[config.mk]
export PLATFORM = sky130hd
export DESIGN_NAME = fbpa_divider
export DESIGN_NICKNAME = d
export VERILOG_FILES = /design/src/design/fbpa_pkg.sv /design/src/design/fbpa_divider.sv
export SDC_FILE = /design/constraint.sdc
export NUM_CORES = 1
export LEC_CHECK = 0
export ABC_AREA = 1
export BUFFER_PORTS_ARGS = -buffer_cell sky130_fd_sc_hd__buf_2
export CORE_UTILIZATION = 64
export CTS_CLUSTER_SIZE = 30
export DETAILED_ROUTE_END_ITERATION = 10
export PLACE_DENSITY_LB_ADDON = 0.15
export SYNTH_ARGS = -nofsm -noshare
export SYNTH_HDL_FRONTEND = slang
export SYNTH_SLANG_ARGS = --single-unit
[constraint.sdc]
create_clock -name clock -period 16.3 [get_ports clock]
set_input_delay 2.445 -clock clock [delete_from_list [all_inputs] [get_ports clock]]
set_output_delay 2.445 -clock clock [all_outputs]
set_load 0.02 [all_outputs]
[src/design/fbpa_pkg.sv]
`default_nettype none
// ----------------------------------------------------------------------------
// fbpa_pkg - shared types and constants for the block pool allocator
// Widths of the register and payload fields, command and status codes,
// and the sizing of the iterative divider.
// ----------------------------------------------------------------------------
package fbpa_pkg;

   localparam int MAX_BLOCKS_DEF = 1024;

   localparam int BSIZE_W   = 16;
   localparam int BCNT_W    = 11;
   localparam int CSR_W     = 16;
   localparam int CSR_IDX_W = 1;
   localparam int OFS_W     = 32;
   localparam int BOFF_W    = 26;

   localparam logic [BSIZE_W-1:0] BSIZE_RESET = 16'd64;
   localparam logic [BCNT_W-1:0]  BCNT_RESET  = 11'd1024;

   localparam logic [CSR_IDX_W-1:0] CSR_BLOCK_SIZE  = 1'b0;
   localparam logic [CSR_IDX_W-1:0] CSR_BLOCK_COUNT = 1'b1;

   // divider retires this many quotient bits per cycle
   localparam int DIV_STEP_BITS = 4;
   localparam int DIV_STEPS     = OFS_W / DIV_STEP_BITS;
   localparam int DIV_CNT_W     = $clog2(DIV_STEPS);

   typedef enum logic {
      CMD_ALLOC   = 1'b0,
      CMD_RELEASE = 1'b1
   } fbpa_cmd_type;

   typedef enum logic [2:0] {
      ST_OK         = 3'd0,
      ST_EMPTY      = 3'd1,
      ST_MISALIGNED = 3'd2,
      ST_RANGE      = 3'd3,
      ST_DOUBLE     = 3'd4
   } fbpa_status_type;

   typedef struct packed {
      fbpa_cmd_type             cmd;
      logic signed [OFS_W-1:0]  release_offset;
   } fbpa_req_type;

   typedef struct packed {
      fbpa_status_type          status;
      logic [BOFF_W-1:0]        block_offset;
   } fbpa_rsp_type;

   // memory access strobes from the controller to the store
   typedef struct packed {
      logic ring_en;
      logic ring_we;
      logic flag_en;
      logic flag_we;
      logic flag_wdata;
   } fbpa_mem_ctl_type;

endpackage
`default_nettype wire

[src/design/fbpa_divider.sv]
`default_nettype none
// ----------------------------------------------------------------------------
// fbpa_divider - iterative unsigned divider
// Restoring division of a 32-bit dividend by a 16-bit divisor,
// DIV_STEP_BITS quotient bits per cycle. Divisor must be nonzero.
// ----------------------------------------------------------------------------
module fbpa_divider (
   input  wire logic                                clock,
   input  wire logic                                reset,
   input  wire logic                                start,
   input  wire logic [fbpa_pkg::OFS_W-1:0]          dividend,
   input  wire logic [fbpa_pkg::BSIZE_W-1:0]        divisor,
   output logic                                     done,
   output logic [fbpa_pkg::OFS_W-1:0]               quotient,
   output logic [fbpa_pkg::BSIZE_W-1:0]             remainder
);

   localparam int QW = fbpa_pkg::OFS_W;
   localparam int DW = fbpa_pkg::BSIZE_W;

   logic                               run_ff, run_in;
   logic                               done_ff, done_in;
   logic [fbpa_pkg::DIV_CNT_W-1:0]     step_ff, step_in;
   logic [QW-1:0]                      quo_ff, quo_in;
   logic [DW-1:0]                      rem_ff, rem_in;
   logic [DW-1:0]                      dvs_ff, dvs_in;

   logic [QW-1:0]                      q_work;
   logic [DW-1:0]                      r_work;
   logic [DW:0]                        trial;

   // shift-subtract over DIV_STEP_BITS bits
   always_comb begin
      q_work = quo_ff;
      r_work = rem_ff;
      trial  = '0;
      for (int k = 0; k < fbpa_pkg::DIV_STEP_BITS; k++) begin
         trial  = {r_work, q_work[QW-1]};
         q_work = {q_work[QW-2:0], 1'b0};
         if (trial >= {1'b0, dvs_ff}) begin
            r_work    = DW'(trial - {1'b0, dvs_ff});
            q_work[0] = 1'b1;
         end else begin
            r_work = trial[DW-1:0];
         end
      end
   end

   always_comb begin
      run_in  = run_ff;
      done_in = 1'b0;
      step_in = step_ff;
      quo_in  = quo_ff;
      rem_in  = rem_ff;
      dvs_in  = dvs_ff;
      if (start) begin
         run_in  = 1'b1;
         step_in = '0;
         quo_in  = dividend;
         rem_in  = '0;
         dvs_in  = divisor;
      end else if (run_ff) begin
         quo_in  = q_work;
         rem_in  = r_work;
         step_in = step_ff + fbpa_pkg::DIV_CNT_W'(1);
         if (step_ff == fbpa_pkg::DIV_CNT_W'(fbpa_pkg::DIV_STEPS - 1)) begin
            run_in  = 1'b0;
            done_in = 1'b1;
         end
      end
   end

   always_ff @(posedge clock) begin
      if (reset) begin
         run_ff  <= 1'b0;
         done_ff <= 1'b0;
         step_ff <= '0;
      end else begin
         run_ff  <= run_in;
         done_ff <= done_in;
         step_ff <= step_in;
      end
      quo_ff <= quo_in;
      rem_ff <= rem_in;
      dvs_ff <= dvs_in;
   end

   assign done      = done_ff;
   assign quotient  = quo_ff;
   assign remainder = rem_ff;

   a_done_single : assert property (@(posedge clock) disable iff (reset)
      done_ff |=> !done_ff)
      else $error("divider done held for more than one cycle");

endmodule
`default_nettype wire

* After elaboration in Yosys (flattened, before gate mapping)
Cells that the tools add are included.
** Storage, ports and cells
- Flip-flop bits (word level) :: 69
- Input port bits :: 51
- Output and inout bits :: 49
- Word-level logic and storage cells :: 34
** Cells by class
- $add $sub $neg :: 5
- Magnitude comparators :: 4
- Equal/unequal tests :: 1
- Multiplexer cells :: 14
- Bitwise gates (word level) :: 1
- Reduce and logical (&&, ||, !) cells :: 3
** Operator list (count)
- $ge 17x16->1 :: 4
- $mux 16 :: 4
- $mux 32 :: 2
- $sub 16x16->16 :: 4
- $mux 1 :: 8
- $add 3x1->3 const B :: 1
- $eq 3x3->1 const B :: 1
- $reduce_or 3->1 :: 1
- $reduce_bool 2->1 :: 1
- $reduce_or 2->1 :: 1
- $not 1->1 :: 1

* Longest topological paths before layout
Gate-level depths: netlist (run 1).
- Word-level depth :: 10
- Mapped depth :: 55
- Gate-level depth less buffers :: 52

* Worst setup path before layout (run 1)
No wires, ideal clock.
- Kind :: reg-to-reg
- Start point :: reg dvs_ff[1]
- End point :: reg quo_ff[0] (netlist: quotient[0]) (data pin)
- Arrival time :: 7.273 ns
- Required time :: 16.029 ns
- Path slack :: 8.756 ns
- Cell stages (with the launch flop) :: 51
- Path buffers :: 5
- Clock period less this slack :: 7.544 ns
- Cells stage by stage :: edfxtp_1 > inv_1 > ha_1 > nand2_1 > inv_2 > nand3_1 > nand3_2 > nand2_1 > nand2_1 > nand2_2 > nand2_4 > buf_6 > buf_2 > o21ai_0 > inv_1 > ha_1 > a21oi_1 > nand2_1 > [... 15 more ...] > nand2_1 > a21oi_4 > clkbuf_1 > nand3_1 > nand2_1 > inv_1 > ha_1 > nand2_1 > nand2_1 > a31oi_1 > o21ai_1 > nand3_1 > o2111ai_1 > a21oi_1 > inv_1 > a21oi_4 > buf_6 > a31oi_1
** Between the ends
- Longest elaborated chain between the ends :: 10
- Elaborated cells on any way between the ends :: 13
- Those cells by class :: add/sub: 3; order compare: 4; mux: 6
** RTL lines
- from (decl) :: line fbpa_divider.sv:26 : logic [DW-1:0] dvs_ff, dvs_in;
- from (signal assigned) :: line fbpa_divider.sv:85 : dvs_ff <= dvs_in;
- $sub 16x16->16 / $ge 17x16->1 (equally long branches) :: line fbpa_divider.sv:41, fbpa_divider.sv:40
- $mux 16 :: line fbpa_divider.sv:40 : if (trial >= {1'b0, dvs_ff}) begin
- $sub 16x16->16 / $ge 17x16->1 (equally long branches) :: line fbpa_divider.sv:41, fbpa_divider.sv:40
- $mux 16 :: line fbpa_divider.sv:40
- $sub 16x16->16 / $ge 17x16->1 (equally long branches) :: line fbpa_divider.sv:41, fbpa_divider.sv:40
- $mux 16 :: line fbpa_divider.sv:40
- $ge 17x16->1 * :: line fbpa_divider.sv:40
- $mux 1 * :: line fbpa_divider.sv:40
- $mux 32 * :: line fbpa_divider.sv:62 : end else if (run_ff) begin
- $mux 32 * :: line fbpa_divider.sv:56 : if (start) begin
- named net quo_in[0] :: line fbpa_divider.sv:24 : logic [QW-1:0] quo_ff, quo_in;
- to (signal assigned) :: line fbpa_divider.sv:83 : quo_ff <= quo_in;
- to (decl) :: line fbpa_divider.sv:24
Mark *: on every way through the listed nets, which the timed path passes. The rest lies on a longest branch. The select of a mux whose other input is x is not followed.
A chain may end at the register's enable or synchronous reset.

* Final worst setup path (run 1)
- Start point :: reg dvs_ff[9]
- End point :: reg rem_ff[12] (netlist: remainder[12])
** Between the ends
- Longest elaborated chain between the ends :: 8
- Elaborated cells on any way between the ends :: 12
- Those cells by class :: add/sub: 4; order compare: 4; mux: 4
** RTL lines
- $sub 16x16->16 / $ge 17x16->1 (equally long branches) :: line fbpa_divider.sv:41, fbpa_divider.sv:40
- $mux 16 :: line fbpa_divider.sv:40
- $sub 16x16->16 / $ge 17x16->1 (equally long branches) :: line fbpa_divider.sv:41, fbpa_divider.sv:40
- $mux 16 :: line fbpa_divider.sv:40
- $sub 16x16->16 / $ge 17x16->1 (equally long branches) :: line fbpa_divider.sv:41, fbpa_divider.sv:40
- $mux 16 :: line fbpa_divider.sv:40
- $sub 16x16->16 / $ge 17x16->1 (equally long branches) :: line fbpa_divider.sv:41, fbpa_divider.sv:40
- $mux 16 * :: line fbpa_divider.sv:40
- to (signal assigned) :: line fbpa_divider.sv:84 : rem_ff <= rem_in;
- to (decl) :: line fbpa_divider.sv:25 : logic [DW-1:0] rem_ff, rem_in;
Mark *: on every way between the ends. The rest lies on a longest branch, timed or not.

==> impl_metrics.tcl, run 1 <==
set metrics [dict create \
    final_util_pct 74.2 \
    setup_viol 0 \
    hp-class "register to register" \
    synth-async-reset-ratio_pct 0 \
    cts_setup_buffers 0 \
    syn_nets 1132 \
    diodes 0 \
    yosys_warnings 0 \
    drv_cap 0 \
    wl_per_cell_um 16.8 \
    initial_utilization_pct 66.5 \
    synth-seq-cells 69 \
    fill_cells 893 \
    core_um2 10400 \
    clkSlewWorstSetupHoldPaths_ns 0.08 \
    cts_sinks 69 \
    synth.most_common_cell "nand2_1" \
    endpoint_kind "register" \
    clockBufferDepth 2 \
    antenna_found_initial 0 \
    synthTopCellsByArea "edfxtp_1 (21%), nand2_1 (21%), ha_1 (12%)" \
    whs_ns 0.472 \
    area_delta_synth_final_pct 11.5 \
    drc_errors 0 \
    crit_family "simple AND/OR/NAND/NOR gates" \
    synth_top_cells_by_count "nand2_1 (377), inv_1 (144), nand3_1 (80), ha_1 (66), a21oi_1 (50)" \
    drv_slew 0 \
    cp_max_fo 21 \
    grt_pass1_wl_mm 32.8 \
    finClkSkew_ns 0.00923 \
    drive_above_1_share_pct 13.1 \
    slowest_delay_ns 0.53 \
    crit_path_frequent_cell "nand2_1" \
    cts_tree "done" \
    grt_use_total_pct 38.4 \
    crit_path_top_delay_cell "a21oi_4" \
    nNetsFinal 1224 \
    insertion_delay_ns 0.36 \
    crit_required_ns 16.55 \
    hold_viol 0 \
    crit_arrival_ns 9.28 \
    syn_avg_cell_area_um2 6.82 \
    run_status "finished clean" \
    grt_max_degree 49 \
    cts_buffers 9 \
    rsz0062_at_grt "no" \
    startpoint_type "register" \
    fin_tns_setup_ns 0 \
    grt-ovfl-total 0 \
    drtIter0Drc 814 \
    synth_area_um2 6900 \
    vias 7079 \
    yosys.area.top_type "edfxtp_1" \
    ys_seq_area_share_pct 27.0 \
    critPathBufInv 7 \
    viasPerCell 5.69 \
    cts_htree_levels 3 \
    die_area_um2 11200 \
    worst_pin_slew_ns 0.948 \
    yosys_most_used_dff "edfxtp_1" \
    io_pins 100 \
    finalWirelength_mm 20.9 \
    cts.root.buffer_cell "clkbuf_8" \
    dp_hpwl_mm 16.2 \
    gp_congestion 1.00 \
    die_h_um 106 \
    synth_cells 1011 \
    fin_crit_sh_pct 55.4 \
    antenna_left 0 \
    drt-pass1-iter-count 8 \
    synth_cell_types 47 \
    path_class "register to register" \
    hold_buffers 0 \
    synth_enable_flop_cells 48 \
    cts_resized 0 \
    post-route-min-period_ns 9.03 \
    grt_pass1_vias 6509 \
    port_buffers 99 \
    max_freq_mhz 111 \
    rows 37 \
    yosysTopAreaCellShare_pct 20.9 \
    die_w_um 106 \
    maxSlewHeadroom_pct 36.4 \
]
cell type report:
class	instances	area (um^2)	area share, %
clock inverter	6	85.1	1.11
tap	136	170	2.21
clock buffer	10	128	1.66
multi-input combinational	770	4360	56.7
inverter	150	563	7.32
timing repair buffer	103	526	6.83
sequential	69	1860	24.2
metrics by stage:
stage               area, um^2  cells  worst slack, ns
floorplan                 6900   1011             8.76
global route              7690   1244             6.48
global placement          7480   1228             7.74
detailed placement        7480   1228             7.50
finish                    7690   1244             7.27
CTS                       7690   1244             7.48
layout by cell type, fill, tap and decap left out, types with 3 or more instances in the layout:
cell / synthesis / routed
inv_2: 5 / 5
nand3b_1: 3 / 3
buf_4: 1 / 4
dfxtp_1: 21 / 21
nand2_4: 3 / 3
nor2_1: 34 / 34
nand3_4: 4 / 4
fa_1: 4 / 4
o21bai_1: 3 / 3
inv_1: 144 / 144
a21oi_1: 50 / 50
xnor2_1: 26 / 26
buf_2: 6 / 99
a21boi_0: 3 / 3
nor3_1: 3 / 3
edfxtp_1: 48 / 48
o21ai_0: 25 / 25
nand3_1: 80 / 80
a21o_1: 5 / 5
nand4_1: 27 / 27
a31oi_1: 5 / 5
xor2_1: 22 / 22
clkbuf_8: 0 / 9
nand2_1: 377 / 377
o21a_1: 3 / 3
ha_1: 66 / 66
nand2_2: 3 / 3
registers in the layout, summed over array words and instances, names as in the netlist:
| register | cells |
|---|---|
| run_ff | 1 |
| step_ff | 3 |
| quotient | 32 |
| done | 1 |
| dvs_ff | 16 |
| remainder | 16 |
cells by family (layout without fill, tap and decap cells):
group / count (synthesis) / after routing / synth area share, %
adder cells (fa/ha/maj): 70 / 70 / 13.1
AO/OA/AOI/OAI: 104 / 104 / 8.81
AND/OR/NAND/NOR: 548 / 548 / 35.1
flip-flops: 69 / 69 / 27.0
buffers and inverters: 172 / 269 / 9.85
XOR/XNOR: 48 / 48 / 6.09
metal layers:
metal | wire [um] | GRT usage [%] | vias to the layer above
li1 | - | - | 3469
met1 | 8740 | 51.3 | 3186
met2 | 9450 | 61.5 | 370
met3 | 1890 | 6.31 | 54
met4 | 771 | 16.5 | 0
met5 | 0 | 0 | -
worst min-delay path: cells and delay by family (launching register included):
| kind | cells | cell delay (ns) |
|---|---|---|
| AOI/OAI and AO/OA | 1 | 0.05 |
| and+or+nand+nor | 1 | 0.06 |
| DFF | 1 | 0.32 |
final timing paths:
check | startpoint | end | slack [ns] | depth (start not counted)
worst max-delay path | dvs_ff[9] | remainder[12] | 7.27 | 49
worst min register to register | step_ff[1] | step_ff[1] | 0.47 | 2
worst min-delay path | step_ff[1] | step_ff[1] | 0.47 | 2
worst max register to register | dvs_ff[9] | remainder[12] | 7.27 | 49
Power of run 1 is not shown: default switching activity piles up to over one toggle a cycle in this logic, so the estimate is an artifact.
==> inputs of run 2 (changes only) <==
- CORE_UTILIZATION: 64 -> 53
- clock period: 16.3 -> 8.2 ns (I/O delays scaled with it)
==> run 2 against run 1 <==
Flip-flop and latch count is the same. Global-route usage shrank 2.2 points. First-iteration DRC count shrank 27%. Die area grew 20%. Clock skew is essentially flat. Setup slack lost 6.7 ns. Via count grew 3.6%. Non-clock buffer count grew 63. Critical path depth grew 2.
==> impl_metrics.tcl, run 2 (synthesized netlist as in run 1, its figures left out) <==
set metrics [dict create \
    final_util_pct 66.0 \
    hp-class "register to register" \
    multi_input_area_um2 4390 \
    drive_above_1_share_pct 18.3 \
    die_w_um 116 \
    grt_pass1_wl_mm 36.5 \
    stdcell_area_um2 8360 \
    crit_path_top_delay_cell "edfxtp_1" \
    fill_cells 1208 \
    fin_ws_ns 0.534 \
    final_common_cell "nand2_1" \
    finalWirelength_mm 23.2 \
    nNetsFinal 1287 \
    die_h_um 116 \
    slowest_delay_ns 0.36 \
    maxSlewHeadroom_pct 18.0 \
    drc_errors 0 \
    drv_slew 0 \
    initial_utilization_pct 54.4 \
    post-place-ws_ns 0.135 \
    port_buffers 99 \
    post-route-min-period_ns 7.67 \
    drt-pass1-iter-count 5 \
    wl_per_cell_um 17.3 \
    placed_area_um2 7960 \
    clkSlewWorstSetupHoldPaths_ns 0.06 \
    grt_pass1_vias 6914 \
    endpoint_kind "register" \
    finClkSkew_ns 0.00927 \
    core_um2 12700 \
    die_area_um2 13500 \
    insertion_delay_ns 0.35 \
    run_status "finished clean" \
    largest_reg_flops 32 \
    worst_pin_slew_ns 1.23 \
    diodes 0 \
    cts.root.buffer_cell "clkbuf_16" \
    crit_required_ns 8.43 \
    regArea_um2 1860 \
    gp_congestion 1.04 \
    drtIter0Drc 595 \
    antenna_found_initial 0 \
    grt_use_total_pct 36.3 \
    final_cell_mix "nand2_1 (377), inv_1 (142), buf_2 (99), nand3_1 (80)" \
    clockBufferDepth 2 \
    dp_hpwl_mm 18.6 \
    fin_crit_sh_pct 93.5 \
    io_pins 100 \
    cts_tree "done" \
    hold_viol 0 \
    cts_sinks 69 \
    crit_arrival_ns 7.90 \
    setup_viol 0 \
    crit_path_frequent_cell "nand2_1" \
    fin_tns_setup_ns 0 \
    area_delta_synth_final_pct 21.1 \
    cts_buffers 9 \
    cp_max_fo 21 \
    rows 41 \
    vias 7334 \
    max_freq_mhz 130 \
    grt-ovfl-total 0 \
    cts_htree_levels 3 \
    antenna_left 0 \
    startpoint_type "register" \
    viasPerCell 5.46 \
    path_class "register to register" \
    drv_cap 0 \
    grt_max_degree 52 \
]
==> run 2: changes by cell type in the layout (fill, tap and decap cells not counted), moves of 2 or more <==
cell | previous run | this run
o21ai_0 | 25 | 23
clkbuf_16 | 0 | 9
clkbuf_8 | 9 | 0
buf_12 | 0 | 2
inv_1 | 144 | 142
buf_4 | 4 | 65
o21ai_1 | 2 | 4
==> run 2: repair_timing <==
| action | 4_1_cts | 5_1_grt |
|---|---|---|
| endpoints found under the setup margin | 0 | 17 |
| hold buffers | 0 | 0 |
| gates resized for setup | 0 | 11 |
| setup buffers | 0 | 6 |
==> run 2: metrics by stage <==
step / std cells / hold slack, ns
after CTS: 1337 / 0.469
after floorplan: 1011 / 0.442
final: 1343 / 0.469
after detailed placement: 1321 / 0.460
after global placement: 1321 / 0.453
after global routing: 1343 / 0.502
==> run 2: worst max-delay path, delay by kind of cell (launching register included) <==
kind | cells | cell delay (ns)
adders and majority gates | 4 | 1.20
xor gates and xnor gates | 1 | 0.14
buffers and inverters | 11 | 1.39
and+or+nand+nor | 23 | 2.34
AOI/OAI and AO/OA | 12 | 2.12
DFF | 1 | 0.36
==> run 2: per-layer routing <==
layer	global-route usage (%)	wire [um]	share of wire, %
met4	16.9	1060	4.6
met5	0	0	0
met2	55.4	10100	43
met3	7.78	1850	8.0
met1	49.1	10300	44
==> run 2: area by class of cell <==
type	instances	share of cell area, %
inverter	150	6.81
clock buffer	10	2.74
tap	172	2.58
timing repair buffer	166	12.2
clock inverter	6	0.853
multi-input combinational	770	52.5
sequential	69	22.3
==> run 2: final timing paths <==
kind | from | endpoint | slack [ns] | cells after the start
worst max register to register | dvs_ff[9] | remainder[14] | 0.53 | 51
worst min-delay path | step_ff[1] | step_ff[1] | 0.47 | 2
worst min register to register | step_ff[1] | step_ff[1] | 0.47 | 2
worst max-delay path | dvs_ff[9] | remainder[14] | 0.53 | 51
Power of run 2 is left out for the same reason.
==> inputs of run 3 (changes only) <==
- CORE_UTILIZATION: 53 -> 45
==> run 3 against run 2 <==
Cell area decreased by 0.99%. Final cell count fell by 0.89%. Count of clock-buffer cells in the layout is 1 lower. Die area up 17%. Setup slack worse by 0.0077 ns. Via count is 2.5% lower. Flip-flop and latch count unchanged. Register-to-register slack barely moved. Global-route usage is 6.0 points lower. Non-clock buffer count shrank 24. Critical path type unchanged. Fmax hardly changed. Utilization decreased by 9.9 points.
==> impl_metrics.tcl, run 3 (synthesized netlist as in run 1, its figures left out) <==
set metrics [dict create \
    clockBufferDepth 2 \
    port_buffers 99 \
    maxSlewHeadroom_pct 14.1 \
    finalWirelength_mm 23.5 \
    slowest_delay_ns 0.37 \
    crit_path_frequent_cell "nand2_1" \
    die_w_um 126 \
    fill_cells 1506 \
    drive_above_1_share_pct 17.9 \
    rows 44 \
    grt_use_total_pct 30.3 \
    cts_tree "done" \
    crit_arrival_ns 7.91 \
    wl_per_cell_um 17.6 \
    die_h_um 126 \
    fin_crit_sh_pct 93.6 \
    antenna_found_initial 0 \
    cts.root.buffer_cell "clkbuf_16" \
    r2r_cells 52 \
    final_cell_mix "nand2_1 (376), inv_1 (143), buf_2 (99), nand3_1 (78), ha_1 (62)" \
    r2r_end "remainder[5]" \
    drt-pass1-iter-count 5 \
    die_area_um2 15800 \
    grt_pass1_vias 6636 \
    whs_ns 0.467 \
    hp-start "step_ff[2]" \
    largest_reg_flops 32 \
    hold_end "step_ff[2]" \
    cts_htree_levels 3 \
    dp_hpwl_mm 18.8 \
    run_status "finished clean" \
    cp_max_fo 16 \
    viasPerCell 5.37 \
    finalNonFillerCells 1331 \
    drv_slew 0 \
    diodes 0 \
    crit_path_top_delay_cell "edfxtp_1" \
    hold_depth 2 \
    drc_errors 0 \
    cts_buffers 9 \
    area_delta_synth_final_pct 19.9 \
    final_common_cell "nand2_1" \
    endpoint_kind "register" \
    worst_pin_slew_ns 1.28 \
    startpoint_type "register" \
    path_class "register to register" \
    dp_cells 1310 \
    initial_utilization_pct 46.8 \
    finClkSkew_ns 0.00795 \
    hold_viol 0 \
    io_pins 100 \
    vias 7152 \
    insertion_delay_ns 0.35 \
    multi_input_area_um2 4480 \
    grt_pass1_wl_mm 36.0 \
    rrSetupSlack_ns 0.53 \
    cts_sinks 69 \
    grt_max_degree 52 \
    regArea_um2 1860 \
    gp_congestion 1.05 \
    clkSlewWorstSetupHoldPaths_ns 0.06 \
    post-route-min-period_ns 7.67 \
    nNetsFinal 1263 \
    hp-class "register to register" \
    antenna_left 0 \
    drtIter0Drc 581 \
    max_freq_mhz 130 \
    grt-ovfl-total 0 \
    crit_required_ns 8.44 \
    core_um2 14800 \
    reg2reg_from "dvs_ff[9]" \
    critPathBufInv 10 \
    setup_viol 0 \
    drv_cap 0 \
    crit_family "simple AND/OR/NAND/NOR gates" \
]
[run 3: what timing repair did]
item,CTS,global route
hold buffers,0,0
setup endpoints to repair,0,17
setup buffers,0,5
resized for setup,0,30
[run 3: cell type report]
class                      count  area share [%]
multi-input combinational    770            54.1
sequential                    69            22.5
timing repair buffer         142            10.2
inverter                     150            6.84
tap                          184            2.78
clock buffer                   9            2.72
clock inverter                 7           0.877
[run 3: metrics by stage]
| stage | instance area [um^2] | setup TNS, ns | util (%) | worst slack [ns] |
|---|---|---|---|---|
| floorplan | 6900 | 0 | - | 0.656 |
| global placement | 7810 | 0 | 52.9 | 0.197 |
| detailed placement | 7810 | 0 | 52.9 | 0.0853 |
| CTS | 8100 | 0 | 54.9 | 0.0236 |
| global route | 8270 | -0.0311 | 56.1 | -0.0196 |
| finish | 8270 | 0 | 56.1 | 0.527 |
[run 3: how the worst max path moves through the flow]
stage               slack, ns       endpoint       start  depth (start not counted)
floorplan                0.66    quotient[0]   dvs_ff[1]                         50
detailed placement       0.09   remainder[5]   dvs_ff[7]                         50
global route            -0.02  remainder[12]  dvs_ff[14]                         51
CTS                      0.02   remainder[5]   dvs_ff[7]                         50
global placement         0.20   remainder[5]   dvs_ff[7]                         50
finish                   0.53   remainder[5]   dvs_ff[9]                         52
[run 3: worst register-to-register path: cells and delay by family, from the launching register on]
| family | cells | cell delay (ns) |
|---|---|---|
| compound gates | 8 | 1.42 |
| flops | 1 | 0.37 |
| buf+inv | 10 | 1.14 |
| fa+ha+maj | 4 | 1.32 |
| simple gates | 30 | 3.33 |
[run 3: metal layers]
layer | wire length (um) | global-route usage, %
met1 | 10600 | 40.9
met2 | 10700 | 48.9
met3 | 1620 | 5.48
met4 | 566 | 9.99
met5 | 0 | 0
Power of run 3 is left out for the same reason.
